--- src/rtl/core/sha1md_pkg.sv ---
// ----------------------------------------------------------------------------
// sha1md_pkg
// Shared types, constants and round functions of the SHA-1 digest unit.
// ----------------------------------------------------------------------------
package sha1md_pkg;

    localparam int unsigned QUEUE_DEPTH = 4;
    localparam int unsigned QUEUE_AW    = $clog2(QUEUE_DEPTH);

    localparam logic [31:0] H0 = 32'h67452301;
    localparam logic [31:0] H1 = 32'hEFCDAB89;
    localparam logic [31:0] H2 = 32'h98BADCFE;
    localparam logic [31:0] H3 = 32'h10325476;
    localparam logic [31:0] H4 = 32'hC3D2E1F0;

    localparam logic [31:0] K0 = 32'h5A827999;
    localparam logic [31:0] K1 = 32'h6ED9EBA1;
    localparam logic [31:0] K2 = 32'h8F1BBCDC;
    localparam logic [31:0] K3 = 32'hCA62C1D6;

    localparam logic [7:0] PAD_MARK = 8'h80;
    localparam logic [7:0] PAD_ZERO = 8'h00;

    localparam logic [5:0] POS_LAST = 6'd63;
    localparam logic [5:0] POS_LEN  = 6'd56;
    localparam logic [6:0] ROUND_LAST = 7'd79;
    localparam logic [2:0] WORD_LAST  = 3'd4;

    typedef enum logic [1:0] {
        OP_BYTE,
        OP_BYTE_LAST,
        OP_LAST
    } op_t;

    typedef struct packed {
        op_t        op;
        logic [7:0] data;
    } cmd_t;

    typedef struct packed {
        logic full;
        logic empty;
    } queue_status_t;

    function automatic logic [31:0] rotl(input logic [31:0] v, input int unsigned n);
        logic [63:0] dbl;
        dbl = {v, v} << n;
        return dbl[63:32];
    endfunction

    function automatic logic [31:0] round_k(input logic [6:0] t);
        logic [31:0] k;
        if (t < 7'd20)
            k = K0;
        else if (t < 7'd40)
            k = K1;
        else if (t < 7'd60)
            k = K2;
        else
            k = K3;
        return k;
    endfunction

    function automatic logic [31:0] round_f(input logic [6:0] t, input logic [31:0] b,
                                            input logic [31:0] c, input logic [31:0] d);
        logic [31:0] f;
        if (t < 7'd20)
            f = (b & c) | (~b & d);
        else if (t < 7'd40)
            f = b ^ c ^ d;
        else if (t < 7'd60)
            f = (b & c) | (b & d) | (c & d);
        else
            f = b ^ c ^ d;
        return f;
    endfunction

endpackage

--- src/rtl/core/sha1md_front.sv ---
// ----------------------------------------------------------------------------
// sha1md_front
// Input stage: registers each transfer, drops idle items, classifies the rest.
// ----------------------------------------------------------------------------
module sha1md_front (
    input  logic              clk,
    input  logic              rst_n,
    input  logic              in_valid,
    output logic              in_stall,
    input  logic [7:0]        msg_byte,
    input  logic              has_byte,
    input  logic              is_last,
    output logic              cmd_valid,
    output sha1md_pkg::cmd_t  cmd,
    input  logic              cmd_ready
);
    import sha1md_pkg::*;

    logic cmd_valid_reg;
    cmd_t cmd_reg;
    logic take;
    logic drain;

    assign in_stall  = cmd_valid_reg && !cmd_ready;
    assign take      = in_valid && !in_stall;
    assign drain     = cmd_valid_reg && cmd_ready;
    assign cmd_valid = cmd_valid_reg;
    assign cmd       = cmd_reg;

    always_ff @(posedge clk or negedge rst_n)
    begin
        if (!rst_n)
        begin
            cmd_valid_reg <= 1'b0;
        end
        else
        begin
            if (take)
                cmd_valid_reg <= has_byte || is_last;
            else if (drain)
                cmd_valid_reg <= 1'b0;
        end
    end

    always_ff @(posedge clk)
    begin
        if (take)
        begin
            cmd_reg.data <= msg_byte;
            if (has_byte && is_last)
                cmd_reg.op <= OP_BYTE_LAST;
            else if (has_byte)
                cmd_reg.op <= OP_BYTE;
            else
                cmd_reg.op <= OP_LAST;
        end
    end

endmodule

--- src/rtl/core/sha1md_queue.sv ---
// ----------------------------------------------------------------------------
// sha1md_queue
// Small command queue between the input stage and the hash engine.
// ----------------------------------------------------------------------------
module sha1md_queue (
    input  logic                       clk,
    input  logic                       rst_n,
    input  logic                       push,
    input  sha1md_pkg::cmd_t           push_cmd,
    input  logic                       pop,
    output sha1md_pkg::cmd_t           pop_cmd,
    output sha1md_pkg::queue_status_t  status
);
    import sha1md_pkg::*;

    cmd_t                mem [QUEUE_DEPTH];
    logic [QUEUE_AW-1:0] wr_ptr_reg;
    logic [QUEUE_AW-1:0] rd_ptr_reg;
    logic [QUEUE_AW:0]   count_reg;
    logic                do_push;
    logic                do_pop;

    assign status.full  = (count_reg == (QUEUE_AW+1)'(QUEUE_DEPTH));
    assign status.empty = (count_reg == '0);
    assign do_push      = push && !status.full;
    assign do_pop       = pop && !status.empty;
    assign pop_cmd      = mem[rd_ptr_reg];

    always_ff @(posedge clk)
    begin
        if (do_push)
            mem[wr_ptr_reg] <= push_cmd;
    end

    always_ff @(posedge clk or negedge rst_n)
    begin
        if (!rst_n)
        begin
            wr_ptr_reg <= '0;
            rd_ptr_reg <= '0;
            count_reg  <= '0;
        end
        else
        begin
            if (do_push)
                wr_ptr_reg <= wr_ptr_reg + 1'b1;
            if (do_pop)
                rd_ptr_reg <= rd_ptr_reg + 1'b1;
            if (do_push && !do_pop)
                count_reg <= count_reg + 1'b1;
            else if (do_pop && !do_push)
                count_reg <= count_reg - 1'b1;
        end
    end

endmodule

--- src/rtl/core/sha1md_engine.sv ---
// ----------------------------------------------------------------------------
// sha1md_engine
// Byte packing, padding, 80-round compression and digest word output.
// ----------------------------------------------------------------------------
module sha1md_engine (
    input  logic              clk,
    input  logic              rst_n,
    input  logic              cmd_avail,
    input  sha1md_pkg::cmd_t  cmd,
    output logic              cmd_pop,
    output logic              out_valid,
    input  logic              out_stall,
    output logic [31:0]       digest_word,
    output logic [2:0]        word_index,
    output logic              last_word
);
    import sha1md_pkg::*;

    typedef enum logic [2:0] {
        S_IDLE,
        S_PAD,
        S_LEN,
        S_ROUND,
        S_ADD,
        S_OUT
    } state_t;

    state_t       state_reg, state_next;
    state_t       ret_reg, ret_next;
    logic [511:0] blk_reg, blk_next;
    logic [31:0]  chain_reg [5];
    logic [31:0]  chain_next [5];
    logic [31:0]  a_reg, b_reg, c_reg, d_reg, e_reg;
    logic [31:0]  a_next, b_next, c_next, d_next, e_next;
    logic [60:0]  count_reg, count_next;
    logic [5:0]   pos_reg, pos_next;
    logic [6:0]   round_reg, round_next;
    logic [2:0]   len_idx_reg, len_idx_next;
    logic         pad_first_reg, pad_first_next;
    logic [2:0]   idx_reg, idx_next;

    logic [63:0]  bit_len;
    logic [7:0]   len_byte;
    logic [31:0]  w_new;
    logic [31:0]  t_sum;
    logic [5:0]   pos_inc;
    logic         out_xfer;

    assign bit_len  = {count_reg, 3'b000};
    assign len_byte = bit_len[63 - 8 * len_idx_reg -: 8];
    assign pos_inc  = pos_reg + 6'd1;
    assign w_new    = rotl(blk_reg[95:64] ^ blk_reg[255:224] ^ blk_reg[447:416]
                           ^ blk_reg[511:480], 1);
    assign t_sum    = rotl(a_reg, 5) + round_f(round_reg, b_reg, c_reg, d_reg) + e_reg
                      + round_k(round_reg) + blk_reg[511:480];
    assign out_valid = (state_reg == S_OUT);
    assign out_xfer  = out_valid && !out_stall;
    assign word_index = idx_reg;
    assign last_word  = (idx_reg == WORD_LAST);

    always_comb
    begin
        case (idx_reg)
            3'd0:    digest_word = chain_reg[0];
            3'd1:    digest_word = chain_reg[1];
            3'd2:    digest_word = chain_reg[2];
            3'd3:    digest_word = chain_reg[3];
            default: digest_word = chain_reg[4];
        endcase
    end

    always_comb
    begin
        state_next     = state_reg;
        ret_next       = ret_reg;
        blk_next       = blk_reg;
        chain_next     = chain_reg;
        a_next         = a_reg;
        b_next         = b_reg;
        c_next         = c_reg;
        d_next         = d_reg;
        e_next         = e_reg;
        count_next     = count_reg;
        pos_next       = pos_reg;
        round_next     = round_reg;
        len_idx_next   = len_idx_reg;
        pad_first_next = pad_first_reg;
        idx_next       = idx_reg;
        cmd_pop        = 1'b0;

        unique case (state_reg)
            S_IDLE:
            begin
                if (cmd_avail)
                begin
                    cmd_pop        = 1'b1;
                    pad_first_next = 1'b1;
                    len_idx_next   = '0;
                    if (cmd.op == OP_LAST)
                    begin
                        state_next = S_PAD;
                    end
                    else
                    begin
                        blk_next   = {blk_reg[503:0], cmd.data};
                        pos_next   = pos_inc;
                        count_next = count_reg + 61'd1;
                        ret_next   = (cmd.op == OP_BYTE_LAST) ? S_PAD : S_IDLE;
                        if (pos_reg == POS_LAST)
                        begin
                            state_next = S_ROUND;
                            round_next = '0;
                            a_next     = chain_reg[0];
                            b_next     = chain_reg[1];
                            c_next     = chain_reg[2];
                            d_next     = chain_reg[3];
                            e_next     = chain_reg[4];
                        end
                        else if (cmd.op == OP_BYTE_LAST)
                        begin
                            state_next = S_PAD;
                        end
                    end
                end
            end
            S_PAD:
            begin
                blk_next       = {blk_reg[503:0], pad_first_reg ? PAD_MARK : PAD_ZERO};
                pad_first_next = 1'b0;
                pos_next       = pos_inc;
                if (pos_reg == POS_LAST)
                begin
                    state_next = S_ROUND;
                    ret_next   = S_PAD;
                    round_next = '0;
                    a_next     = chain_reg[0];
                    b_next     = chain_reg[1];
                    c_next     = chain_reg[2];
                    d_next     = chain_reg[3];
                    e_next     = chain_reg[4];
                end
                else if (pos_inc == POS_LEN)
                begin
                    state_next = S_LEN;
                end
            end
            S_LEN:
            begin
                blk_next     = {blk_reg[503:0], len_byte};
                pos_next     = pos_inc;
                len_idx_next = len_idx_reg + 3'd1;
                if (pos_reg == POS_LAST)
                begin
                    state_next = S_ROUND;
                    ret_next   = S_OUT;
                    round_next = '0;
                    a_next     = chain_reg[0];
                    b_next     = chain_reg[1];
                    c_next     = chain_reg[2];
                    d_next     = chain_reg[3];
                    e_next     = chain_reg[4];
                end
            end
            S_ROUND:
            begin
                a_next     = t_sum;
                b_next     = a_reg;
                c_next     = rotl(b_reg, 30);
                d_next     = c_reg;
                e_next     = d_reg;
                blk_next   = {blk_reg[479:0], w_new};
                round_next = round_reg + 7'd1;
                if (round_reg == ROUND_LAST)
                    state_next = S_ADD;
            end
            S_ADD:
            begin
                chain_next[0] = chain_reg[0] + a_reg;
                chain_next[1] = chain_reg[1] + b_reg;
                chain_next[2] = chain_reg[2] + c_reg;
                chain_next[3] = chain_reg[3] + d_reg;
                chain_next[4] = chain_reg[4] + e_reg;
                state_next    = ret_reg;
                idx_next      = '0;
            end
            S_OUT:
            begin
                if (out_xfer)
                begin
                    if (idx_reg == WORD_LAST)
                    begin
                        chain_next[0] = H0;
                        chain_next[1] = H1;
                        chain_next[2] = H2;
                        chain_next[3] = H3;
                        chain_next[4] = H4;
                        count_next    = '0;
                        pos_next      = '0;
                        idx_next      = '0;
                        state_next    = S_IDLE;
                    end
                    else
                    begin
                        idx_next = idx_reg + 3'd1;
                    end
                end
            end
            default:
            begin
                state_next = S_IDLE;
            end
        endcase
    end

    always_ff @(posedge clk or negedge rst_n)
    begin
        if (!rst_n)
        begin
            state_reg     <= S_IDLE;
            ret_reg       <= S_IDLE;
            chain_reg[0]  <= H0;
            chain_reg[1]  <= H1;
            chain_reg[2]  <= H2;
            chain_reg[3]  <= H3;
            chain_reg[4]  <= H4;
            count_reg     <= '0;
            pos_reg       <= '0;
            round_reg     <= '0;
            len_idx_reg   <= '0;
            pad_first_reg <= 1'b0;
            idx_reg       <= '0;
        end
        else
        begin
            state_reg     <= state_next;
            ret_reg       <= ret_next;
            chain_reg     <= chain_next;
            count_reg     <= count_next;
            pos_reg       <= pos_next;
            round_reg     <= round_next;
            len_idx_reg   <= len_idx_next;
            pad_first_reg <= pad_first_next;
            idx_reg       <= idx_next;
        end
    end

    always_ff @(posedge clk)
    begin
        blk_reg <= blk_next;
        a_reg   <= a_next;
        b_reg   <= b_next;
        c_reg   <= c_next;
        d_reg   <= d_next;
        e_reg   <= e_next;
    end

endmodule

--- src/rtl/core/sha1_message_digest_unit.sv ---
// Flow: each transfer is registered in the input stage and passes the queue;
// the engine then packs the message bytes, and each full 64-byte block runs
// 80 rounds plus the chain add. Finishing a message takes 9 to 72 padding and
// length bytes, one or two compressions, then five output transfers.
// Sustained rate is set by the one-round-per-cycle compression loop.
// Reset: chaining words return to the SHA-1 initial values, counters clear.
// ----------------------------------------------------------------------------
// sha1_message_digest_unit
// SHA-1 digest of a byte stream; emits five digest words per message.
// ----------------------------------------------------------------------------
module sha1_message_digest_unit (
    input  logic        clk,
    input  logic        rst_n,
    input  logic        in_valid,
    output logic        in_stall,
    input  logic [7:0]  msg_byte,
    input  logic        has_byte,
    input  logic        is_last,
    output logic        out_valid,
    input  logic        out_stall,
    output logic [31:0] digest_word,
    output logic [2:0]  word_index,
    output logic        last_word
);
    import sha1md_pkg::*;

    logic          front_valid;
    cmd_t          front_cmd;
    cmd_t          queue_cmd;
    queue_status_t queue_status;
    logic          engine_pop;

    sha1md_front u_front (
        .clk       (clk),
        .rst_n     (rst_n),
        .in_valid  (in_valid),
        .in_stall  (in_stall),
        .msg_byte  (msg_byte),
        .has_byte  (has_byte),
        .is_last   (is_last),
        .cmd_valid (front_valid),
        .cmd       (front_cmd),
        .cmd_ready (!queue_status.full)
    );

    sha1md_queue u_queue (
        .clk      (clk),
        .rst_n    (rst_n),
        .push     (front_valid),
        .push_cmd (front_cmd),
        .pop      (engine_pop),
        .pop_cmd  (queue_cmd),
        .status   (queue_status)
    );

    sha1md_engine u_engine (
        .clk         (clk),
        .rst_n       (rst_n),
        .cmd_avail   (!queue_status.empty),
        .cmd         (queue_cmd),
        .cmd_pop     (engine_pop),
        .out_valid   (out_valid),
        .out_stall   (out_stall),
        .digest_word (digest_word),
        .word_index  (word_index),
        .last_word   (last_word)
    );

endmodule

--- config.mk ---
export PLATFORM = sky130hd
export DESIGN_NAME = sha1_message_digest_unit
export DESIGN_NICKNAME = d
export VERILOG_FILES = /design/src/rtl/core/sha1md_pkg.sv /design/src/rtl/core/sha1md_front.sv /design/src/rtl/core/sha1md_queue.sv /design/src/rtl/core/sha1md_engine.sv /design/src/rtl/core/sha1_message_digest_unit.sv
export SDC_FILE = /design/constraint.sdc
export NUM_CORES = 2
export LEC_CHECK = 0
export ABC_AREA = 1
export BUFFER_PORTS_ARGS = -buffer_cell sky130_fd_sc_hd__buf_2
export CORE_MARGIN = 5
export CORE_UTILIZATION = 49
export DETAILED_ROUTE_END_ITERATION = 7
export SETUP_SLACK_MARGIN = 0.05
export SLEW_MARGIN = 20
export SYNTH_ARGS = -nofsm -noshare
export SYNTH_HDL_FRONTEND = slang
export SYNTH_SLANG_ARGS = --single-unit
--- constraint.sdc ---
create_clock -name clk -period 91.7 [get_ports clk]
set_input_delay 18.34 -clock clk [delete_from_list [all_inputs] [get_ports clk]]
set_output_delay 18.34 -clock clk [all_outputs]
set_load 0.02 [all_outputs]
==> metrics <==
outcome=complete, no violations; number of fill cells in the layout=11812; combined flip-flop and latch cell area=~0.028 mm²; placed wire-length estimate after detailed placement=about 170000 µm; CTS Hold Bufs=0; clock buffer count from CTS=111; ratio of final minimum period to clock period=roughly a quarter; number of endpoints failing setup at the final stage=0; die boundary height=between 300 and 400 µm; Min-Delay Path Class=register to register; number of standard cells after synthesis=7561; Die ar.=between 0.1 and 0.15 mm²; number of buffer and inverter stages on the critical path=4; number of flops mapped to enable cells by yosys=approximately 720; post-synthesis mux area share=0%; final critical-path required period=21750 ps; CTS H-tree depth=3; clock slew seen by the registers of the worst setup and hold paths=about 70 ps; top flip-flop cell by instance count after synthesis=sky130_fd_sc_hd__edfxtp_1; IO buf count=51; GR Util All Layers=between 30% and 40%; Placeable Area=~0.12 mm²; Worst Skew=about 49 ps; latest clock arrival within the worst-skew pair=750 ps; MaxCap Viol Count=0; area fraction in compound gates after synthesis=about a tenth; simple-gate share of the synthesized area=roughly a quarter; maximum number of pins on one net before global-route repair=206; CTS sink cnt=between 900 and 1000; Distinct cells, synth=53; critical path, cell by cell=inv_2 > ha_1 > inv_1 > nand2_1 > nor3_2 > buf_4 > nand2_1 > nand2_1 > buf_2; sequential share of the synthesized area=between 40% and 50%; synthesized area per cell=approximately 8.0 µm²; Placer Congestion=between 1 and 1.5; count of nets after finishing=7899; nature of the critical path startpoint=register; starting utilization of the core area=between 40 and 50%; count of state elements after synthesis=a little under 1000; share of the core filled with cells=around 54%; slowest CP cell=sky130_fd_sc_hd__ha_1; share of async-settable or async-resettable flops after synthesis=between 20% and 30%; Worst Max-Slew Pin Slew=roughly 1200 ps; total I/O pin count=52; number of pins with negative max-slew slack in the final report=0; category of the worst setup path capture point=output port; post-synthesis net count=a little under 8000; violation count after the first detailed-route iteration=between 6000 and 7000; via/cell ratio=between 5 and 6; wire length per cell after detailed routing=about 24 µm; clk root buf=sky130_fd_sc_hd__clkbuf_16; wire length reported by the detailed router=roughly 220000 µm; Worst Path Required=roughly 73000 ps; maximum number of buffers from clock root to sink=3; most numerous cell on the critical path=sky130_fd_sc_hd__nand2_1; Relative slew margins=a little under a fifth; multi-input combinational cell area=roughly 0.028 mm²; post-CTS setup-driven buffer insertion count=0; signal arrival time at the worst endpoint=3410 ps; clock tree from TritonCTS=done; number of design rule violations left after detail routing=0; number of rows created at floorplan=129; number of global-route vias before repair=~49000; unrepaired setup endpoints after global routing=false; final hold violation count=0; width of the die=~360 µm; Final WS setup=~70000 ps; global-route wire length before repair=about 320000 µm; kind of critical path=register to output port; growth of design area from synthesis to finish=8.971%; Achievable Freq=45.97 MHz; largest delay contributor family on the critical path=buffers and inverters; sum of negative setup slack=0 ps; total number of vias=around 52000; worst slack at placement=between 70000 and 80000 ps; post-synthesis instance area=0.06077 mm²; largest family of logic cells by synthesized area=simple AND/OR/NAND/NOR gates; XOR/XNOR Fraction of Synth Area=about 2.6%; remaining number of nets flagged by the antenna check after routing=0; cts repair resizes=0; fraction of layout instances using a drive strength above 1=under 10%; adder-cell area share of the yosys netlist=around 9%; initial antenna violation count=9; Largest register FFs=between 500 and 600; Crit Path Max Fanout=32; GR Overflow Total=0; TritonRoute pass-1 iters=6; max incr delay on CP=approximately 760 ps; warnings from Yosys=0
per-layer routing:
layer | global-route usage, % | vias up | routed length, µm
met5 | 0 | - | 59
met4 | 19.58 | 8 | 16560
met3 | 5.550 | 483 | 17670
met2 | 48.33 | 2197 | 92640
met1 | 45.78 | 24848 | 93710
li1 | - | 24679 | -
worst paths after layout:
path                                          endpoint  depth (start not counted)                   start  slack [ps]
max in group asynchronous       u_engine.chain_reg[41]                          3                   rst_n       71790
worst min-delay path                 u_queue.mem[0][3]                          0          u_front.cmd[3]         490
worst max-delay path                    digest_word[5]                          9  u_engine.word_index[2]       69950
worst min register to register       u_queue.mem[0][3]                          0          u_front.cmd[3]         490
min in group asynchronous       u_engine.chain_reg[35]                          1                   rst_n       17600
worst max register to register      u_engine.a_reg[31]                         25   u_engine.round_reg[5]       85250
through the flow:
step / cell area (µm²) / hold WS, ps / std cells
2_1_floorplan: 60770 / 453.4 / 7561
3_3_place_gp: 62540 / 475.5 / 9048
3_5_place_dp: 62540 / 484.5 / 9048
4_1_cts: 66200 / 499.1 / 9255
5_1_grt: 66200 / 513.7 / 9255
6_report: 66220 / 493.4 / 9262
Yosys cell counts (all sizes together) (3+ instances only):
| master | n | area share (%) |
|---|---|---|
| a32o | 6 | 0.099 |
| a221oi | 32 | 0.46 |
| fa | 125 | 4.1 |
| o22ai | 100 | 1.0 |
| nor4 | 9 | 0.093 |
| nand3b | 15 | 0.21 |
| nor2 | 462 | 2.9 |
| o21bai | 27 | 0.33 |
| nand4 | 86 | 0.89 |
| a32oi | 3 | 0.043 |
| o211ai | 9 | 0.11 |
| edfxtp | 722 | 36 |
| o31ai | 12 | 0.15 |
| buf | 50 | 0.44 |
| xor2 | 133 | 1.9 |
| xnor2 | 44 | 0.63 |
| nor3 | 103 | 0.87 |
| a21oi | 296 | 2.4 |
| inv | 892 | 5.5 |
| nand2 | 2794 | 17 |
| a21o | 9 | 0.11 |
| dfstp | 80 | 3.5 |
| nand2b | 3 | 0.031 |
| o21a | 6 | 0.074 |
| or2 | 13 | 0.13 |
| clkbuf | 192 | 1.2 |
| dfrtp | 174 | 7.2 |
| and3 | 3 | 0.031 |
| ha | 236 | 4.9 |
| a22o | 3 | 0.043 |
| o221ai | 13 | 0.19 |
| o21ai | 553 | 4.6 |
| a31oi | 6 | 0.062 |
| nand3 | 340 | 2.8 |
cell usage in the layout (no fill, tap or decap), types with 86 or more instances in the layout:
master	synthesis	routed
sky130_fd_sc_hd__inv_1	885	885
sky130_fd_sc_hd__a21oi_1	296	296
sky130_fd_sc_hd__fa_1	125	125
sky130_fd_sc_hd__nand4_1	86	86
sky130_fd_sc_hd__o21ai_0	524	524
sky130_fd_sc_hd__edfxtp_1	722	722
sky130_fd_sc_hd__nor2_1	459	456
sky130_fd_sc_hd__ha_1	236	236
sky130_fd_sc_hd__nand3_1	340	339
sky130_fd_sc_hd__xor2_1	133	133
sky130_fd_sc_hd__clkbuf_16	0	114
sky130_fd_sc_hd__dfrtp_1	174	174
sky130_fd_sc_hd__nor3_1	100	98
sky130_fd_sc_hd__nand2_1	2792	2791
sky130_fd_sc_hd__o22ai_1	100	100
kinds of logic (layout without fill, tap and decap cells):
logic type | after synthesis | in the layout
adders and majority gates | 361 | 361
other | 0 | 7
AOI/OAI and AO/OA | 1081 | 1081
and+or+nand+nor | 3831 | 3831
xor gates and xnor gates | 177 | 177
DFF | 976 | 976
buffers and inverters | 1135 | 1192
area by class of cell:
type,count,area share (%)
multi-input cells,5450,42.80
clock inverters,54,0.8408
repair buffers,92,0.9977
well taps,1637,3.093
diodes,7,0.02645
clock buffers,153,4.680
flip-flops and latches,976,42.49
inverters,893,5.073
Power is not shown: default switching activity piles up to over one toggle a cycle in this logic, so the estimate is an artifact.
